<file path="src/design/mcaf_pkg.sv">
// ----------------------------------------------------------------------------
// mcaf_pkg
// Shared types and constants of the motor current abs IIR filter: word
// layouts, controller states, command and status bundles, filter coefficients.
// ----------------------------------------------------------------------------
package mcaf_pkg;

    // Block configuration
    localparam int NUM_CHANNELS   = 4;
    localparam int SAMPLE_BITS    = 16;
    localparam int NUM_SCALE_REGS = 4;

    // Field and port widths
    localparam int CH_W      = 2;
    localparam int RAW_W     = 16;
    localparam int SCALE_W   = 16;
    localparam int MA_W      = 17;
    localparam int UA_W      = 26;
    localparam int CFG_IDX_W = 3;
    localparam int CFG_DAT_W = 16;

    // Datapath widths
    localparam int MAG_W  = 16;
    localparam int SUM_W  = 17;
    localparam int FILT_W = 34;
    localparam int HALF_W = 17;
    localparam int MUL_W  = 17;
    localparam int PROD_W = 2 * MUL_W;
    localparam int ACC_W  = 50;

    // Register index of the first scale register
    localparam logic [CFG_IDX_W-1:0] REG_SCALE_CH0 = 3'd0;

    // Constants
    localparam logic [SCALE_W-1:0] SCALE_RESET = 16'd3198;
    localparam logic [MUL_W-1:0]   COEF_A1_Q16 = 17'd64789;
    localparam logic [MUL_W-1:0]   COEF_A2_Q12 = 17'd23347;
    localparam logic [RAW_W-1:0]   SAMPLE_MASK = RAW_W'((32'd1 << SAMPLE_BITS) - 32'd1);
    localparam logic [4:0]         NUM_CH_V    = 5'(NUM_CHANNELS);

    typedef struct packed {
        logic [CH_W-1:0]  channel;
        logic [RAW_W-1:0] raw_sample;
        logic             positive_dir;
    } mcaf_in_t;

    typedef struct packed {
        logic signed [MA_W-1:0] current_ma;
        logic [UA_W-1:0]        filtered_ua;
    } mcaf_out_t;

    typedef enum logic [2:0] {
        ST_IDLE,
        ST_FLO,
        ST_FHI,
        ST_SUM,
        ST_FIN
    } mcaf_state_t;

    // Controller to datapath
    typedef struct packed {
        logic load;
        logic mul_flo;
        logic mul_fhi;
        logic mul_sum;
        logic finish;
    } mcaf_cmd_t;

    // Datapath to controller
    typedef struct packed {
        logic out_blocked;
    } mcaf_stat_t;

endpackage

</file>
<file path="src/design/mcaf_ctrl.sv">
// ----------------------------------------------------------------------------
// mcaf_ctrl
// Sequencer: steps one word through scale, two filter partial products,
// the input term and the final add, and gates the input stall.
// ----------------------------------------------------------------------------
module mcaf_ctrl
    import mcaf_pkg::*;
(
    input  logic       clk,
    input  logic       rst_n,
    input  logic       in_valid,
    output logic       in_stall,
    input  mcaf_stat_t stat,
    output mcaf_cmd_t  cmd
);

    mcaf_state_t state_reg;
    mcaf_state_t state_next;

    // Hold the state
    always_ff @(posedge clk or negedge rst_n)
    begin
        if (!rst_n)
        begin
            state_reg <= ST_IDLE;
        end
        else
        begin
            state_reg <= state_next;
        end
    end

    // Advance the sequence and issue commands
    always_comb
    begin
        state_next = state_reg;
        cmd        = '0;
        in_stall   = 1'b1;
        unique case (state_reg)
            ST_IDLE:
            begin
                in_stall = 1'b0;
                if (in_valid)
                begin
                    cmd.load   = 1'b1;
                    state_next = ST_FLO;
                end
            end
            ST_FLO:
            begin
                cmd.mul_flo = 1'b1;
                state_next  = ST_FHI;
            end
            ST_FHI:
            begin
                cmd.mul_fhi = 1'b1;
                state_next  = ST_SUM;
            end
            ST_SUM:
            begin
                cmd.mul_sum = 1'b1;
                state_next  = ST_FIN;
            end
            ST_FIN:
            begin
                // hold until the output register can take the result
                if (!stat.out_blocked)
                begin
                    cmd.finish = 1'b1;
                    in_stall   = 1'b0;
                    if (in_valid)
                    begin
                        cmd.load   = 1'b1;
                        state_next = ST_FLO;
                    end
                    else
                    begin
                        state_next = ST_IDLE;
                    end
                end
            end
            default:
            begin
                state_next = ST_IDLE;
            end
        endcase
    end

endmodule

</file>
<file path="src/design/mcaf_dpath.sv">
// ----------------------------------------------------------------------------
// mcaf_dpath
// Datapath: scale registers, per-channel reading and filter state, one
// shared 17x17 multiplier, accumulator and the output register.
// ----------------------------------------------------------------------------
module mcaf_dpath
    import mcaf_pkg::*;
(
    input  logic                 clk,
    input  logic                 rst_n,
    input  mcaf_cmd_t            cmd,
    output mcaf_stat_t           stat,
    input  mcaf_in_t             in_data,
    output logic                 out_valid,
    input  logic                 out_stall,
    output mcaf_out_t            out_data,
    input  logic                 cfg_valid,
    input  logic [CFG_IDX_W-1:0] cfg_index,
    input  logic [CFG_DAT_W-1:0] cfg_data
);

    logic [SCALE_W-1:0] scale_reg [NUM_SCALE_REGS];
    logic [MAG_W-1:0]   pres_mag_reg [NUM_CHANNELS];
    logic [FILT_W-1:0]  filt_reg [NUM_CHANNELS];

    logic [CH_W-1:0]        ch_reg;
    logic                   ch_ok_reg;
    logic                   dir_reg;
    logic [MAG_W-1:0]       mag_reg;
    logic signed [MA_W-1:0] ma_reg;
    logic [SUM_W-1:0]       sum_reg;
    logic [PROD_W-1:0]      prod_reg;
    logic [ACC_W-1:0]       acc_reg;
    logic                   out_valid_reg;
    mcaf_out_t              out_reg;

    logic [MUL_W-1:0]       mul_a;
    logic [MUL_W-1:0]       mul_b;
    logic [MAG_W-1:0]       mag_w;
    logic [FILT_W-1:0]      filt_cur;
    logic [FILT_W-1:0]      term1;
    logic [FILT_W-1:0]      term2;
    logic [FILT_W:0]        fsum;
    logic [FILT_W-1:0]      fsat;
    logic [CFG_IDX_W-1:0]   cfg_rel;

    assign filt_cur = filt_reg[ch_reg];
    assign mag_w    = prod_reg[2*RAW_W-1:RAW_W];

    // Select multiplier operands for the current step
    always_comb
    begin
        mul_a = '0;
        mul_b = '0;
        priority if (cmd.load)
        begin
            mul_a = {1'b0, in_data.raw_sample & SAMPLE_MASK};
            mul_b = {1'b0, scale_reg[in_data.channel]};
        end
        else if (cmd.mul_flo)
        begin
            mul_a = COEF_A1_Q16;
            mul_b = filt_cur[HALF_W-1:0];
        end
        else if (cmd.mul_fhi)
        begin
            mul_a = COEF_A1_Q16;
            mul_b = filt_cur[FILT_W-1:HALF_W];
        end
        else if (cmd.mul_sum)
        begin
            mul_a = COEF_A2_Q12;
            mul_b = sum_reg;
        end
    end

    // Final add and saturation
    assign term1 = acc_reg[ACC_W-1:ACC_W-FILT_W];
    assign term2 = {6'd0, prod_reg[2*RAW_W-1:4]};
    assign fsum  = {1'b0, term1} + {1'b0, term2};
    assign fsat  = fsum[FILT_W] ? {FILT_W{1'b1}} : fsum[FILT_W-1:0];

    // Multiply and accumulate; hold the product while the last step waits
    always_ff @(posedge clk)
    begin
        if (cmd.load || cmd.mul_flo || cmd.mul_fhi || cmd.mul_sum)
        begin
            prod_reg <= {{MUL_W{1'b0}}, mul_a} * {{MUL_W{1'b0}}, mul_b};
        end
        if (cmd.load)
        begin
            ch_reg    <= in_data.channel;
            ch_ok_reg <= ({3'd0, in_data.channel} < NUM_CH_V);
            dir_reg   <= in_data.positive_dir;
        end
        if (cmd.mul_flo)
        begin
            mag_reg <= mag_w;
            ma_reg  <= dir_reg ? $signed({1'b0, mag_w}) : -$signed({1'b0, mag_w});
        end
        if (cmd.mul_fhi)
        begin
            sum_reg <= {1'b0, pres_mag_reg[ch_reg]} + {1'b0, mag_reg};
            acc_reg <= {{(ACC_W-2*RAW_W-1){1'b0}}, prod_reg[2*RAW_W:0]};
        end
        if (cmd.mul_sum)
        begin
            acc_reg <= acc_reg + {prod_reg[2*RAW_W:0], {HALF_W{1'b0}}};
        end
        if (cmd.finish)
        begin
            if (ch_ok_reg)
            begin
                out_reg.current_ma  <= ma_reg;
                out_reg.filtered_ua <= fsat[FILT_W-1:FILT_W-UA_W];
            end
            else
            begin
                out_reg <= '0;
            end
        end
    end

    assign cfg_rel = cfg_index - REG_SCALE_CH0;

    // Update configuration and per-channel state
    always_ff @(posedge clk or negedge rst_n)
    begin
        if (!rst_n)
        begin
            for (int i = 0; i < NUM_SCALE_REGS; i++)
            begin
                scale_reg[i] <= SCALE_RESET;
            end
            for (int i = 0; i < NUM_CHANNELS; i++)
            begin
                pres_mag_reg[i] <= '0;
                filt_reg[i]     <= '0;
            end
            out_valid_reg <= 1'b0;
        end
        else
        begin
            if (cfg_valid && (cfg_rel < CFG_IDX_W'(NUM_SCALE_REGS)))
            begin
                scale_reg[cfg_rel[1:0]] <= cfg_data;
            end
            if (cmd.mul_fhi && ch_ok_reg)
            begin
                pres_mag_reg[ch_reg] <= mag_reg;
            end
            if (cmd.finish && ch_ok_reg)
            begin
                filt_reg[ch_reg] <= fsat;
            end
            // hold the output word until it is taken
            if (cmd.finish)
            begin
                out_valid_reg <= 1'b1;
            end
            else if (!out_stall)
            begin
                out_valid_reg <= 1'b0;
            end
        end
    end

    assign stat.out_blocked = out_valid_reg && out_stall;
    assign out_valid        = out_valid_reg;
    assign out_data         = out_reg;

endmodule

</file>
<file path="src/design/motor_current_abs_iir_filter.sv">
// ----------------------------------------------------------------------------
// motor_current_abs_iir_filter
// Per-channel current scaling to signed milliamps and first-order low-pass
// of the absolute current in microamps, saturated.
//
//   Channel   Handshake             Payload
//   in        in_valid / in_stall   in_data   (channel, raw_sample, positive_dir)
//   out       out_valid / out_stall out_data  (current_ma, filtered_ua)
//   cfg       cfg_valid / cfg_ready cfg_index, cfg_data (scale_ch0..3)
//
// Per word, the shared 17x17 multiplier runs the scale
// product, two filter partial products and the input term in turn, and the
// last step adds, saturates and loads the output register.
// The next word is taken in that last step, while the previous one finishes.
// A full output register under stall holds the last step until it drains.
// Reset sets the scale registers to 3198 and clears readings and filters.
// ----------------------------------------------------------------------------
module motor_current_abs_iir_filter
    import mcaf_pkg::*;
(
    input  logic                 clk,
    input  logic                 rst_n,
    input  logic                 in_valid,
    output logic                 in_stall,
    input  mcaf_in_t             in_data,
    output logic                 out_valid,
    input  logic                 out_stall,
    output mcaf_out_t            out_data,
    input  logic                 cfg_valid,
    output logic                 cfg_ready,
    input  logic [CFG_IDX_W-1:0] cfg_index,
    input  logic [CFG_DAT_W-1:0] cfg_data
);

    mcaf_cmd_t  cmd;
    mcaf_stat_t stat;

    assign cfg_ready = 1'b1;

    mcaf_ctrl u_ctrl (
        .clk      (clk),
        .rst_n    (rst_n),
        .in_valid (in_valid),
        .in_stall (in_stall),
        .stat     (stat),
        .cmd      (cmd)
    );

    mcaf_dpath u_dpath (
        .clk       (clk),
        .rst_n     (rst_n),
        .cmd       (cmd),
        .stat      (stat),
        .in_data   (in_data),
        .out_valid (out_valid),
        .out_stall (out_stall),
        .out_data  (out_data),
        .cfg_valid (cfg_valid && cfg_ready),
        .cfg_index (cfg_index),
        .cfg_data  (cfg_data)
    );

endmodule
</file>
<file path="config.mk">
export PLATFORM = sky130hd
export DESIGN_NAME = motor_current_abs_iir_filter
export DESIGN_NICKNAME = d
export VERILOG_FILES = /design/src/design/mcaf_pkg.sv /design/src/design/mcaf_ctrl.sv /design/src/design/mcaf_dpath.sv /design/src/design/motor_current_abs_iir_filter.sv
export SDC_FILE = /design/constraint.sdc
export NUM_CORES = 1
export LEC_CHECK = 0
export ABC_CLOCK_PERIOD_IN_PS = 10470
export BUFFER_PORTS_ARGS = -buffer_cell sky130_fd_sc_hd__buf_2
export CELL_PAD_IN_SITES_DETAIL_PLACEMENT = 0
export CELL_PAD_IN_SITES_GLOBAL_PLACEMENT = 1
export CORE_UTILIZATION = 52
export CTS_CLUSTER_SIZE = 24
export DETAILED_ROUTE_END_ITERATION = 7
export GPL_TIMING_DRIVEN = 0
export PLACE_DENSITY_LB_ADDON = 0.1
export SYNTH_ARGS = -nofsm -noshare
export SYNTH_HDL_FRONTEND = slang
export SYNTH_SLANG_ARGS = --single-unit
</file>
<file path="constraint.sdc">
create_clock -name clk -period 10.47 [get_ports clk]
set_input_delay 2.094 -clock clk [delete_from_list [all_inputs] [get_ports clk]]
set_output_delay 2.094 -clock clk [all_outputs]
set_load 0.01 [all_outputs]
</file>
==> out/results.tsv <==
metric	value	unit
overflow	0	
max_stage_delay	620	ps
start_util	52.70	%
worst_pin_slew	1227	ps
worst_path_max_delay_cell	a311oi_4	
hold_violations	0	
portBuffers	87	
multi_input_area	17200	µm²
gp_congestion	0.9573	
cts_hold_buf	0	
synthTopCellsByCount	inv_1, nand2_1, dfrtp_1, fa_1	
nets	3416	
largest_reg_flops	136	
grt_pass1_wl	137.8	mm
clock_skew	36.21	ps
crit_fanout	12	
clockBufferDepth	3	
synth-seq-area-share	38.12	%
cts_root_buffer	clkbuf_16	
io_pins	89	
area_growth	10.66	%
cts.clk_slew.worst_paths	60	ps
synth_area_leaders	dfrtp_1, edfxtp_1, fa_1, ha_1, mux2_2	
drive_gt1_share	16.45	%
synth_top_area_share	19.39	%
start_kind	input port	
clk_latency	610	ps
drt-initial-drc-count	1654	
seq_area	11610	µm²
grt_pass1_vias	22320	
syn-instance-count	2833	
ys.flop_type	dfrtp_1	
min_path_type	reg -> reg	
async_reset_ff_share	62.33	%
dp_slack	-1221	ps
drt_pass1_iterations	5	
relSlewSlack	17.16	%
drc_errors	0	
fp.dieH	244.0	µm
arrival	10550	ps
ys_types	83	
max_freq	98.04	MHz
finalCritPeriodShare	97.42	%
synth_area_leader_cell	dfrtp_1	
cts_buffers	47	
layout_setup_ws	269.7	ps
dieArea	59550	µm²
maxCapViolCount	0	
synth.avg_cell_area	10.75	µm²
numClockSinks	430	
fin_area	33710	µm²
ant_nets	0	
hpwl	69.63	mm
yosys_warnings	0	
yosysMostFrequentCell	inv_1	
setup-violations-final	0	
fin_cells	3782	
die_x	244.0	µm
crit_required	10820	ps
grt_usage	31.02	%
totalWireLength	90.31	mm
finalWorstPathRequiredPeriod	10200	ps
slew_violations	0	
placed_area	32000	µm²
htreeDepth	2	
status	finished clean	
r2r_slack	710	ps
num-fill-cells	4929	
vias	22160	
cts_tree	done	
grt_start_max_net_pins	131	
antenna_found_initial	4	
wl_per_cell	23.88	µm
vias_per_cell	5.859	
netlist_area	30460	µm²
criticalPathCategory	in -> reg	
rows	88	
endpoint_kind	flop	
post-place-cells	3693	
core_area	57810	µm²
ys_ff_latch	430	
synth_enable_flop_cells	162	
==> layout by cell type, fill, tap and decap left out, types with 8 or more instances in the layout <==
cell type  Yosys  routed
inv_1        342     340
nand2_1      339     339
dfrtp_1      236     236
fa_1         212     212
nor2_1       184     184
ha_1         184     184
o21ai_0      179     179
edfxtp_1     162     162
mux2_2       156     156
a21oi_1      107     107
buf_2         16     103
clkbuf_1      76      83
mux4_2        65      65
xnor2_1       64      64
and2_1        61      61
clkbuf_16      0      47
a21o_1        35      35
xor2_1        34      34
dfstp_2       32      32
nand3_1       25      25
o21a_1        23      23
nand2b_1      20      20
o21ai_1       18      18
nor3_1        18      18
nor2b_1       17      17
and3_1        17      17
a31oi_1       16      16
a22oi_1       15      15
o21bai_1      14      14
o211ai_1      11      11
a211oi_1      10      10
nor2_2        10      10
a22o_1         9       9
buf_4          5       8
nand4_1        8       8
==> worst max-delay path: cells and delay by family <==
family / cells / cell delay [ps]
adder cells (fa/ha/maj): 7 / 3400
AO/OA/AOI/OAI: 7 / 2320
buffers and inverters: 9 / 1650
AND/OR/NAND/NOR: 5 / 940
XOR/XNOR: 1 / 130
==> cells by family (layout without fill, tap and decap cells) <==
group	after synthesis	in the layout	synth area share (%)
AOI/OAI and AO/OA	501	501	10.45
xor gates and xnor gates	98	98	2.818
adders and majority gates	396	396	21.49
buffers and inverters	449	630	5.709
DFF	430	430	38.12
muxes	226	226	10.77
other	2	5	0.02465
and+or+nand+nor	731	731	10.62
==> layout make-up <==
type                       count  share of cell area (%)
buffer                       106                   1.373
sequential                   430                   34.44
inverter                     343                   3.819
clock inverter                26                   1.095
multi-input combinational   1956                   51.03
timing repair buffer          93                   1.648
clock buffer                  62                   3.745
tap                          765                   2.839
antenna                        1                0.007423
==> routing by layer <==
metal | routed length, µm | GRT usage, % | share of wire (%)
met5 | 0 | 0 | 0
met1 | 39810 | 44.57 | 44
met4 | 2917 | 10.29 | 3.2
met3 | 6415 | 6.168 | 7.1
met2 | 41170 | 47.17 | 46
==> per-stage QoR <==
| step | setup TNS, ps | hold WS [ps] | util [%] |
|---|---|---|---|
| final | 0 | 418.5 | 58.32 |
| after CTS | 0 | 419.8 | 58.23 |
| after detailed placement | -14910 | 405.7 | 55.36 |
| after global routing | -2.491 | 425.5 | 58.31 |
| after global placement | -39690 | 404.1 | 55.12 |
| after floorplan | 0 | 400.3 | - |
==> path summary, 6_finish.rpt <==
kind,start,to,depth (start not counted)
hold / removal,u_dpath.ma_reg[8],u_dpath.out_data[34],0
hold reg to reg,u_dpath.ma_reg[8],u_dpath.out_data[34],0
setup reg to reg,u_ctrl.state_reg[2],u_dpath.prod_reg[28],27
min in group asynchronous,rst_n,u_dpath.filt_reg[96],1
max in group asynchronous,rst_n,u_dpath.scale_reg[62],3
setup / recovery,out_stall,u_dpath.prod_reg[28],29
==> timing repair <==
action,CTS,global route
setup endpoints to repair,12,8
buffers inserted,0,0
gates resized for setup,5,12
endpoints found under the hold margin,0,0
gates cloned,0,0
Power is left out: the tool's default activity adds up to more than one toggle a clock period on the data nets, which glitch-free logic cannot reach.
